### config.mk
export PLATFORM = sky130hd
export DESIGN_NAME = step_response_metrics
export DESIGN_NICKNAME = d
export VERILOG_FILES = /design/src/rtl/core/srm_pkg.sv /design/src/rtl/core/srm_div.sv /design/src/rtl/core/srm_ctrl.sv /design/src/rtl/core/srm_datapath.sv /design/src/rtl/core/step_response_metrics.sv
export SDC_FILE = /design/constraint.sdc
export NUM_CORES = 2
export LEC_CHECK = 0
export ABC_CLOCK_PERIOD_IN_PS = 8100
export BUFFER_PORTS_ARGS = -buffer_cell sky130_fd_sc_hd__buf_4
export CAP_MARGIN = 10
export CORE_MARGIN = 2
export CORE_UTILIZATION = 57
export DETAILED_ROUTE_END_ITERATION = 8
export PLACE_DENSITY_LB_ADDON = 0.25
export SYNTH_ARGS = -nofsm -noshare
export SYNTH_HDL_FRONTEND = slang
export SYNTH_HIERARCHICAL = 1
export SYNTH_SLANG_ARGS = --single-unit
### constraint.sdc
create_clock -name clk -period 8.1 [get_ports clk]
set_input_delay 0.81 -clock clk [delete_from_list [all_inputs] [get_ports clk]]
set_output_delay 0.81 -clock clk [all_outputs]
set_load 0.005 [all_outputs]
### src/rtl/core/srm_pkg.sv
`timescale 1ns / 1ps
`default_nettype none
package srm_pkg;

  // Widths of the fixed-point samples and timestamps.
  localparam int VAL_W  = 32;
  localparam int TIME_W = 32;
  localparam int MARK_W = 34;
  localparam int PCT_W  = 31;

  // Divider numerator width: a 33-bit excess times the 100% scale factor.
  localparam int DIV_NW = 56;
  localparam int DIV_DW = 32;

  // 100.0 in Q16.16, and 1.0 in Q16.16 as the zero-setpoint bound (a band of 0.02).
  localparam logic [22:0] PCT_SCALE = 23'd6553600;
  localparam logic [31:0] BAND_ZERO = 32'd65536;
  localparam logic [30:0] MAX31     = 31'h7FFF_FFFF;

  typedef struct packed {
    logic load_in;
    logic init_run;
    logic div_start;
    logic store_pct;
    logic update;
    logic mul;
    logic emit;
  } srm_cmd_t;

  typedef struct packed {
    logic run_started;
    logic last;
    logic need_pct;
    logic div_done;
    logic out_busy;
  } srm_stat_t;

endpackage
`default_nettype wire

### src/rtl/core/srm_div.sv
`timescale 1ns / 1ps
`default_nettype none
module srm_div
  import srm_pkg::*;
(
  input  wire logic              clk,
  input  wire logic              rst,
  input  wire logic              start,
  input  wire logic [DIV_NW-1:0] numer,
  input  wire logic [DIV_DW-1:0] denom,
  output logic      [DIV_NW-1:0] quot,
  output logic                   done
);

  localparam int CW = $clog2(DIV_NW);

  logic              busy;
  logic [CW-1:0]     cnt;
  logic [DIV_NW-1:0] num_sh;
  logic [DIV_DW-1:0] rem;
  logic [DIV_DW-1:0] den;
  logic [DIV_DW:0]   trial;
  logic              qbit;

  // One restoring step per cycle; quotient bits shift in behind the numerator.
  assign trial = {rem, num_sh[DIV_NW-1]};
  assign qbit  = (trial >= {1'b0, den});
  assign quot  = num_sh;

  always_ff @(posedge clk) begin
    if (rst) begin
      busy <= 1'b0;
      done <= 1'b0;
      cnt  <= '0;
    end else begin
      done <= 1'b0;
      if (start) begin
        busy <= 1'b1;
        cnt  <= CW'(DIV_NW - 1);
      end else if (busy) begin
        cnt <= cnt - 1'b1;
        if (cnt == '0) begin
          busy <= 1'b0;
          done <= 1'b1;
        end
      end
    end
  end

  always_ff @(posedge clk) begin
    if (start) begin
      num_sh <= numer;
      rem    <= '0;
      den    <= denom;
    end else if (busy) begin
      num_sh <= {num_sh[DIV_NW-2:0], qbit};
      rem    <= qbit ? DIV_DW'(trial - {1'b0, den}) : trial[DIV_DW-1:0];
    end
  end

endmodule
`default_nettype wire

### src/rtl/core/srm_ctrl.sv
`timescale 1ns / 1ps
`default_nettype none
module srm_ctrl
  import srm_pkg::*;
(
  input  wire logic      clk,
  input  wire logic      rst,
  input  wire logic      in_valid,
  output logic           in_ready,
  input  wire srm_stat_t stat,
  output srm_cmd_t       cmd
);

  localparam logic [2:0] S_IDLE     = 3'd0;
  localparam logic [2:0] S_INIT     = 3'd1;
  localparam logic [2:0] S_UPDATE   = 3'd2;
  localparam logic [2:0] S_MUL      = 3'd3;
  localparam logic [2:0] S_DIV_PCT  = 3'd4;
  localparam logic [2:0] S_WAIT_PCT = 3'd5;
  localparam logic [2:0] S_EMIT     = 3'd6;

  logic [2:0] state;
  logic [2:0] state_next;

  assign in_ready = (state == S_IDLE);

  // Next state and commands for the datapath.
  always_comb begin
    state_next = state;
    cmd        = '0;
    unique case (state)
      S_IDLE: begin
        if (in_valid) begin
          cmd.load_in = 1'b1;
          state_next  = stat.run_started ? S_UPDATE : S_INIT;
        end
      end
      S_INIT: begin
        cmd.init_run = 1'b1;
        state_next   = S_UPDATE;
      end
      S_UPDATE: begin
        cmd.update = 1'b1;
        state_next = stat.last ? S_MUL : S_IDLE;
      end
      S_MUL: begin
        cmd.mul    = 1'b1;
        state_next = stat.need_pct ? S_DIV_PCT : S_EMIT;
      end
      S_DIV_PCT: begin
        cmd.div_start = 1'b1;
        state_next    = S_WAIT_PCT;
      end
      S_WAIT_PCT: begin
        if (stat.div_done) begin
          cmd.store_pct = 1'b1;
          state_next    = S_EMIT;
        end
      end
      S_EMIT: begin
        if (!stat.out_busy) begin
          cmd.emit   = 1'b1;
          state_next = S_IDLE;
        end
      end
      default: state_next = S_IDLE;
    endcase
  end

  always_ff @(posedge clk) begin
    if (rst) begin
      state <= S_IDLE;
    end else begin
      state <= state_next;
    end
  end

endmodule
`default_nettype wire

### src/rtl/core/srm_datapath.sv
`timescale 1ns / 1ps
`default_nettype none
module srm_datapath
  import srm_pkg::*;
(
  input  wire logic                     clk,
  input  wire logic                     rst,
  input  wire logic                     setpoint_wr,
  input  wire logic signed [VAL_W-1:0]  setpoint_data,
  input  wire logic signed [VAL_W-1:0]  sample_value,
  input  wire logic [TIME_W-1:0]        sample_time,
  input  wire logic                     last_sample,
  input  wire srm_cmd_t                 cmd,
  output srm_stat_t                     stat,
  output logic                          out_valid,
  input  wire logic                     out_ready,
  output logic [TIME_W-1:0]             rise_duration,
  output logic                          rise_found,
  output logic [TIME_W-1:0]             settle_stamp,
  output logic [PCT_W-1:0]              overshoot_percent,
  output logic [PCT_W-1:0]              final_error,
  output logic signed [VAL_W-1:0]       peak_level
);

  logic signed [VAL_W-1:0]  setpoint;
  logic signed [VAL_W-1:0]  pv;
  logic signed [VAL_W-1:0]  sp;
  logic [TIME_W-1:0]        t;
  logic                     last;
  logic                     run_started;
  logic signed [VAL_W-1:0]  initial_value;
  logic                     rising_direction;
  logic [VAL_W:0]           step_mag;
  logic                     low_crossed;
  logic [TIME_W-1:0]        low_cross_time;
  logic                     rise_done;
  logic [TIME_W-1:0]        rise_ticks;
  logic signed [VAL_W-1:0]  running_peak;
  logic signed [VAL_W-1:0]  running_trough;
  logic                     outside_seen;
  logic [TIME_W-1:0]        last_outside_time;
  logic signed [MARK_W-1:0] excess;
  logic                     need_pct;
  logic [DIV_NW-1:0]        product;
  logic [PCT_W-1:0]         pct;

  logic signed [VAL_W:0]    diff;
  logic [VAL_W:0]           diff_mag;
  logic [VAL_W-1:0]         sp_mag;
  logic [DIV_NW-1:0]        div_quot;
  logic                     div_done;
  logic signed [VAL_W+1:0]  rise_off;
  logic signed [VAL_W+5:0]  rise_off10;
  logic signed [VAL_W+5:0]  lo_need;
  logic signed [VAL_W+5:0]  hi_need;
  logic signed [VAL_W-1:0]  peak_next;
  logic signed [VAL_W-1:0]  trough_next;
  logic                     cross_lo;
  logic                     cross_hi;
  logic [VAL_W+6:0]         err50;
  logic [VAL_W+6:0]         bound;
  logic signed [MARK_W-1:0] excess_next;
  logic [PCT_W-1:0]         pct_sat;

  // Error terms of the held sample against the held setpoint.
  assign diff     = (VAL_W+1)'(sp) - (VAL_W+1)'(pv);
  assign diff_mag = diff[VAL_W] ? (VAL_W+1)'(-diff) : diff;
  assign sp_mag   = sp[VAL_W-1] ? VAL_W'(-sp) : sp;

  // The divider only scales the overshoot by |setpoint|.
  srm_div u_div (
    .clk   (clk),
    .rst   (rst),
    .start (cmd.div_start),
    .numer (product),
    .denom (sp_mag),
    .quot  (div_quot),
    .done  (div_done)
  );

  // Rise marks: ten times the progress from the initial value in the step
  // direction is compared against one and nine times the step size.
  assign rise_off   = rising_direction ? (VAL_W+2)'(pv) - (VAL_W+2)'(initial_value)
                                       : (VAL_W+2)'(initial_value) - (VAL_W+2)'(pv);
  assign rise_off10 = ((VAL_W+6)'(rise_off) << 3) + ((VAL_W+6)'(rise_off) << 1);
  assign lo_need    = (VAL_W+6)'(step_mag);
  assign hi_need    = ((VAL_W+6)'(step_mag) << 3) + (VAL_W+6)'(step_mag);
  assign cross_lo   = (rise_off10 >= lo_need);
  assign cross_hi   = (rise_off10 >= hi_need);

  assign peak_next   = (pv > running_peak) ? pv : running_peak;
  assign trough_next = (pv < running_trough) ? pv : running_trough;

  // Band test: 50 * |error| against |setpoint|, or 1.0 (a band of 0.02) for a zero setpoint.
  assign err50 = ((VAL_W+7)'(diff_mag) << 5) + ((VAL_W+7)'(diff_mag) << 4)
               + ((VAL_W+7)'(diff_mag) << 1);
  assign bound = (sp == '0) ? (VAL_W+7)'(BAND_ZERO) : (VAL_W+7)'(sp_mag);

  always_comb begin
    excess_next = '0;
    if (sp > initial_value) begin
      excess_next = MARK_W'(peak_next) - MARK_W'(sp);
    end else if (sp < initial_value) begin
      excess_next = MARK_W'(sp) - MARK_W'(trough_next);
    end
  end

  assign pct_sat = (div_quot > DIV_NW'(MAX31)) ? MAX31 : div_quot[PCT_W-1:0];

  assign stat.run_started = run_started;
  assign stat.last        = last;
  assign stat.need_pct    = need_pct;
  assign stat.div_done    = div_done;
  assign stat.out_busy    = out_valid && !out_ready;

  // Control flags and the result handshake.
  always_ff @(posedge clk) begin
    if (rst) begin
      setpoint    <= '0;
      run_started <= 1'b0;
      out_valid   <= 1'b0;
    end else begin
      if (setpoint_wr) begin
        setpoint <= setpoint_data;
      end
      if (cmd.init_run) begin
        run_started <= 1'b1;
      end else if (cmd.emit) begin
        run_started <= 1'b0;
      end
      if (cmd.emit) begin
        out_valid <= 1'b1;
      end else if (out_ready) begin
        out_valid <= 1'b0;
      end
    end
  end

  // Run state, updated one sample at a time.
  always_ff @(posedge clk) begin
    if (cmd.load_in) begin
      pv   <= sample_value;
      t    <= sample_time;
      last <= last_sample;
      sp   <= setpoint;
    end
    if (cmd.init_run) begin
      initial_value     <= pv;
      rising_direction  <= !diff[VAL_W];
      step_mag          <= diff_mag;
      low_crossed       <= 1'b0;
      low_cross_time    <= '0;
      rise_done         <= 1'b0;
      rise_ticks        <= '0;
      running_peak      <= pv;
      running_trough    <= pv;
      outside_seen      <= 1'b0;
      last_outside_time <= '0;
    end
    if (cmd.update) begin
      running_peak   <= peak_next;
      running_trough <= trough_next;
      if (!low_crossed && cross_lo) begin
        low_crossed    <= 1'b1;
        low_cross_time <= t;
      end
      // The high mark is checked against the crossing state seen this sample.
      if ((low_crossed || cross_lo) && !rise_done && cross_hi) begin
        rise_done  <= 1'b1;
        rise_ticks <= t - (low_crossed ? low_cross_time : t);
      end
      if (err50 > bound) begin
        outside_seen      <= 1'b1;
        last_outside_time <= t;
      end
      excess   <= excess_next;
      need_pct <= (sp != '0) && (excess_next > 0);
    end
    if (cmd.mul) begin
      product <= DIV_NW'(excess[VAL_W:0]) * DIV_NW'(PCT_SCALE);
    end
    if (cmd.store_pct) begin
      pct <= pct_sat;
    end
    if (cmd.emit) begin
      rise_duration     <= rise_done ? rise_ticks : '0;
      rise_found        <= rise_done;
      settle_stamp      <= outside_seen ? last_outside_time : '0;
      overshoot_percent <= need_pct ? pct : '0;
      final_error       <= (diff_mag > (VAL_W+1)'(MAX31)) ? MAX31 : diff_mag[PCT_W-1:0];
      peak_level        <= running_peak;
    end
  end

endmodule
`default_nettype wire

### src/rtl/core/step_response_metrics.sv
`timescale 1ns / 1ps
`default_nettype none
// Step-response metrics over a stream of timestamped Q16.16 samples.
// Input word (s_tdata): sample value, timestamp; s_tlast marks the final
// sample of a run. The target is written through setpoint_wr/setpoint_data
// while the block is idle, by the user; the block does not enforce it.
// One word is taken at a time. A sample that opens a run goes through capture,
// run setup and update, with s_tready low after it is taken; any later sample
// goes through capture and update. The 10% and 90% marks are tested by
// comparing ten times the progress against one and nine times the step.
// A final sample then goes through the multiply and emit states when there
// is no overshoot to scale, else a divider start and the 56-step radix-2
// divider lie between them. The result word is loaded once the output is free.
// Result word (m_tdata) goes to an output register; m_tuser is rise_found.
// A stalled receiver holds the result; the block still takes the next run's
// samples and waits only when a new result is ready to be loaded.
// Reset clears the setpoint, ends any open run and drops m_tvalid.
module step_response_metrics
  import srm_pkg::*;
(
  input  wire logic         clk,
  input  wire logic         rst,
  input  wire logic         setpoint_wr,
  input  wire logic [31:0]  setpoint_data,
  input  wire logic         s_tvalid,
  output logic              s_tready,
  // sample value [31:0], sample_time [63:32]
  input  wire logic [63:0]  s_tdata,
  input  wire logic         s_tlast,
  output logic              m_tvalid,
  input  wire logic         m_tready,
  // rise_duration [31:0], settle stamp [63:32], overshoot_percent [94:64],
  // final_error [125:95], peak level [157:126], zero fill [159:158]
  output logic [159:0]      m_tdata,
  // rise_found [0]
  output logic [0:0]        m_tuser
);

  srm_cmd_t                cmd;
  srm_stat_t               stat;
  logic [TIME_W-1:0]       rise_duration;
  logic                    rise_found;
  logic [TIME_W-1:0]       settle_stamp;
  logic [PCT_W-1:0]        overshoot_percent;
  logic [PCT_W-1:0]        final_error;
  logic signed [VAL_W-1:0] peak_level;

  srm_ctrl u_ctrl (
    .clk      (clk),
    .rst      (rst),
    .in_valid (s_tvalid),
    .in_ready (s_tready),
    .stat     (stat),
    .cmd      (cmd)
  );

  srm_datapath u_dp (
    .clk               (clk),
    .rst               (rst),
    .setpoint_wr       (setpoint_wr),
    .setpoint_data     (setpoint_data),
    .sample_value      (s_tdata[31:0]),
    .sample_time       (s_tdata[63:32]),
    .last_sample       (s_tlast),
    .cmd               (cmd),
    .stat              (stat),
    .out_valid         (m_tvalid),
    .out_ready         (m_tready),
    .rise_duration     (rise_duration),
    .rise_found        (rise_found),
    .settle_stamp      (settle_stamp),
    .overshoot_percent (overshoot_percent),
    .final_error       (final_error),
    .peak_level        (peak_level)
  );

  assign m_tdata = {2'b00, peak_level, final_error, overshoot_percent,
                    settle_stamp, rise_duration};
  assign m_tuser = rise_found;

endmodule
`default_nettype wire

# Yosys cells after proc, flatten, opt, wreduce, memory -nomap -nowiden
# Cells that the tools add are included.
[classes]
muxes = 60
mul = 1
order_cmp = 11
eq_ne = 9
add_sub_neg = 14
bitwise = 1
reduce_logical = 21
[op_table]
columns = ["operator", "n"]
rows = [
  ["$mux W32", 18],
  ["$sub A32 B32 Y33", 5],
  ["$mux W56", 2],
  ["$mux W34", 3],
  ["$gt A32 B32 Y1", 2],
  ["$lt A32 B32 Y1", 2],
  ["$sub A32 B32 Y32", 2],
  ["$gt A56 B31 Y1 const B", 1],
  ["$add A38 B37 Y39", 1],
  ["$add A39 B34 Y39", 1],
  ["$gt A39 B39 Y1", 1],
  ["$add A37 B35 Y38", 1],
  ["$ge A38 B34 Y1", 1],
  ["$ge A38 B38 Y1", 1],
  ["$mul A33 B5 Y38 const B", 1],
  ["$add A36 B33 Y37", 1],
  ["$gt A34 B1 Y1 const B", 1],
  ["$ge A33 B32 Y1", 1],
  ["$gt A33 B31 Y1 const B", 1],
  ["$mux W33", 1],
  ["$neg A33 Y33", 1],
  ["$logic_not A32 Y1", 1],
  ["$neg A32 Y32", 1],
  ["$reduce_bool A32 Y1", 1],
  ["other kinds (21)", 66],
]
[word_totals]
word_cells = 154
out_inout_bits = 163
reg_bits = 753
inputBits = 102

# Logic depth before layout (Yosys ltp)
[depth]
word_depth = 9
depth_mapped = 43
ltp_nobuf = 41

# Modules after synthesis
# Netlist, hierarchy kept.
[by_module_without_submodules]
columns = ["mod", "instances", "cells_each", "area_per_inst_um2", "seq_area_each_um2"]
rows = [
  ["srm_datapath", 1, 4944, 48427.7, 17346.6],
  ["srm_div", 1, 630, 6937.9, 3443.3],
  ["srm_ctrl", 1, 36, 262.8, 60.1],
  ["step_response_metrics", 1, 3, 18.8, 0.0],
]

# Worst setup path before layout
# OpenSTA, ideal clock, no wires.
[synth_path]
path_kind = "register to register"
from = "reg u_dp.pv[0]"
to = "reg u_dp.last_outside_time[24]"
arrival_time_ns = 8.689
period_less_slack_ns = 8.809
required_ns = 7.979
n_path_buf = 4
slack_ns = -0.709
setup_time_ns = 0.121
stages_incl_launch_ff = 40
path_cell_list = "edfxtp_1 > ha_1 > fa_1 > nor2b_1 > o211ai_1 > a21oi_1 > nor4_1 > nor4_1 > o311ai_0 > a31o_2 > inv_1 > clkbuf_1 > buf_1 > nor2_1 > xnor2_1 > fa_1 > fa_1 > a21o_1 > [4 not listed] > or2_2 > o21a_1 > nor2_1 > xnor2_1 > ha_1 > nand4_1 > nor3_1 > nand2_1 > a2111oi_0 > nand2_1 > o21ai_0 > o21ai_1 > nor3_1 > o311a_1 > a31o_2 > clkbuf_1 > buf_2 > mux2_2"
[synth_between]
elab_chain_cells = 8
[synth_lines]
columns = ["element", "line_no", "rtl"]
rows = [
  ["start, declared", "srm_datapath.sv:26", "logic signed [VAL_W-1:0] pv;"],
  ["start signal, assigned", "srm_datapath.sv:142", "pv <= sample_value;"],
  ["$sub A32 B32 Y33 (*)", "srm_datapath.sv:66", "assign diff = (VAL_W+1)'(sp) - (VAL_W+1)'(pv);"],
  ["$neg A33 Y33", "srm_datapath.sv:67", "assign diff_mag = diff[VAL_W] ? (VAL_W+1)'(-diff) : diff;"],
  ["$mux W33 (*)", "srm_datapath.sv:67", ""],
  ["named net u_dp.diff_mag[2]", "srm_datapath.sv:48", "logic [VAL_W:0] diff_mag;"],
  ["$add A38 B37 Y39", "srm_datapath.sv:95", "assign err50 = ((VAL_W+7)'(diff_mag) << 5) + ((VAL_W+7)'(diff_mag) << 4)"],
  ["$add A39 B34 Y39 (*)", "srm_datapath.sv:96", "+ ((VAL_W+7)'(diff_mag) << 1);"],
  ["$gt A39 B39 Y1 (*)", "srm_datapath.sv:172", "if (err50 > bound) begin"],
  ["$mux W32 (*)", "srm_datapath.sv:172", ""],
  ["$mux W32 (*)", "srm_datapath.sv:160", "if (cmd.update) begin"],
  ["end signal, assigned", "srm_datapath.sv:174", "last_outside_time <= t;"],
  ["end, declared", "srm_datapath.sv:41", "logic [TIME_W-1:0] last_outside_time;"],
]
# Mark *: on every way through the listed nets, which the timed path passes. The rest lies on a longest branch.
# A chain may end at the register's enable or synchronous reset.

# Worst setup path in the final report
[layout_path]
from = "reg u_dp.pv[0]"
to = "reg u_dp.last_outside_time[2]"
[layout_between]
elab_chain_cells = 8
[layout_lines]
columns = ["element", "line_no"]
rows = [
  ["$sub A32 B32 Y33 (*)", "srm_datapath.sv:66"],
  ["$neg A33 Y33", "srm_datapath.sv:67"],
  ["$mux W33 (*)", "srm_datapath.sv:67"],
  ["$add A38 B37 Y39", "srm_datapath.sv:95"],
  ["$add A39 B34 Y39 (*)", "srm_datapath.sv:96"],
  ["$gt A39 B39 Y1 (*)", "srm_datapath.sv:172"],
  ["$mux W32 (*)", "srm_datapath.sv:172"],
  ["$mux W32 (*)", "srm_datapath.sv:160"],
]
# Mark *: on every way between the ends. The rest lies on a longest branch, timed or not.

==> impl_metrics.env <==
export IMPL_yosysTopAreaCellShare_pct=31.14
export IMPL_drc=0
export IMPL_io_pins=265
export IMPL_cts_max_level=3
export IMPL_yosysSeqAreaShare_pct=37.47
export IMPL_grt_max_degree=130
export IMPL_clockBufferDepth=3
export IMPL_postRouteAntennaNets=0
export IMPL_finalMaxSlewViolations=0
export IMPL_violations="negative setup slack"
export IMPL_yosys_cell_types_count=98
export IMPL_seqCellArea_um2=20850
export IMPL_max_slew_margin_pct=13.61
export IMPL_final_area_um2=66690
export IMPL_synth_ff_latch_count=753
export IMPL_maxCapViolCount=0
export IMPL_gp_congestion=1.017
export IMPL_crit_top_cell="buf_4"
export IMPL_timing_fmax_mhz=121.3
export IMPL_grt_overflow=0
export IMPL_clock_sinks=753
export IMPL_multi_input_area_um2=33170
export IMPL_mostFrequentLayoutCell="buf_4"
export IMPL_layout_common_cells="buf_4, ha_1, edfxtp_1, inv_1, a21oi_1"
export IMPL_area_delta_synth_final_pct=19.85
export IMPL_synth_area_leaders="edfxtp_1, ha_1, dfxtp_1, mux2i_1, inv_1"
export IMPL_worstPathMaxFanout=8
export IMPL_clk_latency_ns=0.69
export IMPL_fin_ws_ns=-0.1468
export IMPL_clk_pin_slew_ns=0.06
export IMPL_grtUsageTotal_pct=33.17
export IMPL_gr_max_usage_layer="met2"
export IMPL_required_ns=8.67
export IMPL_setup_violations=33
export IMPL_fin_skew_ns=0.03484
export IMPL_drive_gt1_share_pct=19.62
export IMPL_post_place_ws_ns=-0.6152
export IMPL_fin_crit_ns=8.247
export IMPL_post_route_period_util_pct=101.8
export IMPL_grt_pass1_wl_mm=255.6
export IMPL_cp_end_kind="flop"
export IMPL_nets=7136
export IMPL_core_um2=96710
export IMPL_syn_inst=5613
export IMPL_grt_setup_unrepaired="yes"
export IMPL_yosys_warnings=6
export IMPL_first_pass_iters=5
export IMPL_antenna_found_initial=9
export IMPL_die_x_um=316.5
export IMPL_numCtsBuffers=83
export IMPL_hold_viol=0
export IMPL_tightest_slew_ns=1.282
export IMPL_die_area_um2=100100
export IMPL_drtIter0Drc=4580
export IMPL_vias=46180
export IMPL_die_h_um=316.5
export IMPL_outcome="complete, but fails checks"
export IMPL_synth_async_reset_ratio_pct=0
export IMPL_hold_path_class="in -> reg"
export IMPL_routed_via_density=6.019
export IMPL_crit_slowest_cell="fa_2"
export IMPL_postSynthAreaPerCell_um2=9.914
export IMPL_crit_type="reg -> reg"
export IMPL_synthesis_area_um2=55650
export IMPL_rows=114
export IMPL_hold_slack_ns=0.2980
export IMPL_grt_util_met2_pct=51.66
export IMPL_max_stage_delay_ns=0.42
export IMPL_cts_tree="done"
export IMPL_post_dp_hpwl_mm=132.1
export IMPL_cts_hold_buf=0
export IMPL_grt_pass1_vias=43610
export IMPL_nFillCells=7428
export IMPL_synth_ff_type="edfxtp_1"
export IMPL_grt_use_met3_pct=5.350
export IMPL_start_util_pct=57.54
export IMPL_startpoint_type="flop"
export IMPL_cp_arrival_ns=8.82
export IMPL_port_buffers=262
export IMPL_yosys_area_top_type="edfxtp_1"
export IMPL_finalWirelength_mm=170.9
export IMPL_place_area_um2=62200
export IMPL_synth_edf_count=577
export IMPL_grtUsageMet1_pct=45.82
export IMPL_root_buffer="clkbuf_16"
export IMPL_wl_per_cell_um=22.27
[path summary, 6_finish.rpt]
| kind | start | to | slack (ns) | depth (start not counted) |
|---|---|---|---|---|
| setup / recovery | u_dp/pv[0] | u_dp/last_outside_time[2] | -0.15 | 44 |
| hold / removal | s_tdata[40] | u_dp/t[8] | 0.30 | 1 |
| setup reg to reg | u_dp/pv[0] | u_dp/last_outside_time[2] | -0.15 | 44 |
| hold reg to reg | u_dp/setpoint[30] | u_dp/sp[30] | 0.43 | 0 |
[layout make-up]
class | instances | share of cell area [%]
Timing Repair Buffer | 792 | 9.298
Sequential cell | 753 | 31.27
Multi-Input combinational cell | 4157 | 49.74
Antenna cell | 1 | 0.003752
Inverter | 539 | 3.037
Tap cell | 1276 | 2.394
Clock buffer | 108 | 3.377
Clock inverter | 47 | 0.8855
[repair_timing]
action / in CTS / in global routing
gates resized for setup: 131 / 102
buffers inserted: 35 / 27
setup endpoints to repair: 99 / 100
pin swaps: 78 / 49
cloned: 2 / 1
[metrics by stage]
stage / cells / util, % / setup TNS, ns
CTS: 7643 / 68.21 / -2.659
floorplan: 5631 / - / -0.2927
finish: 7673 / 68.96 / -3.757
global route: 7672 / 68.96 / -32.46
global placement: 7451 / 64.32 / -14.11
detailed placement: 7451 / 64.32 / -32.32
[synth_stat cells (30+ instances only)]
library cell and number:
xnor2_1 230, a21o_1 211, clkbuf_1 137, nor2b_1 129, mux2i_1 229, a211oi_1 60, o21bai_1 50, o21ai_0 225
nand2b_1 77, and2_1 120, edfxtp_1 577, fa_1 57, mux2_2 125, xor2_1 117, nand4_1 82, inv_1 538
a21oi_1 384, o21a_1 63, o22ai_1 78, nor2_1 292, dfxtp_1 176, nand3_1 98, nand2_1 269, nor3_1 86
a31oi_1 47, ha_1 651, or3_1 58, and3_1 30
[cell families after synthesis]
group           synth area share, %
compound gates                15.87
mux                           6.649
buf+inv                       5.046
other cells                 0.01350
xor+xnor                      5.461
fa+ha+maj                     16.69
flops                         37.47
simple gates                  12.80
[worst max-delay path, delay by kind of cell (launching register included)]
family | cells | cell delay (ns)
compound gates | 12 | 1.53
mux | 1 | 0.30
fa+ha+maj | 5 | 1.33
buf+inv | 9 | 1.36
flops | 1 | 0.40
xor+xnor | 2 | 0.45
simple gates | 15 | 2.72
[routing by layer]
layer / up-vias / wire [um] / share of wire (%)
li1: 21800 / - / -
met1: 22240 / 72670 / 43
met2: 1829 / 76720 / 45
met3: 309 / 13820 / 8.1
met4: 4 / 7643 / 4.5
met5: - / 18 / 0.011
[sequential cells by signal (all words and copies together), names as in the netlist, 33 cells and up]
register and flops:
u_dp/product 38, u_dp/u_div/quot 56, u_dp/excess 33, u_dp/step_mag 33
Power is not shown: default switching activity piles up to over one toggle a cycle in this logic, so the estimate is an artifact.
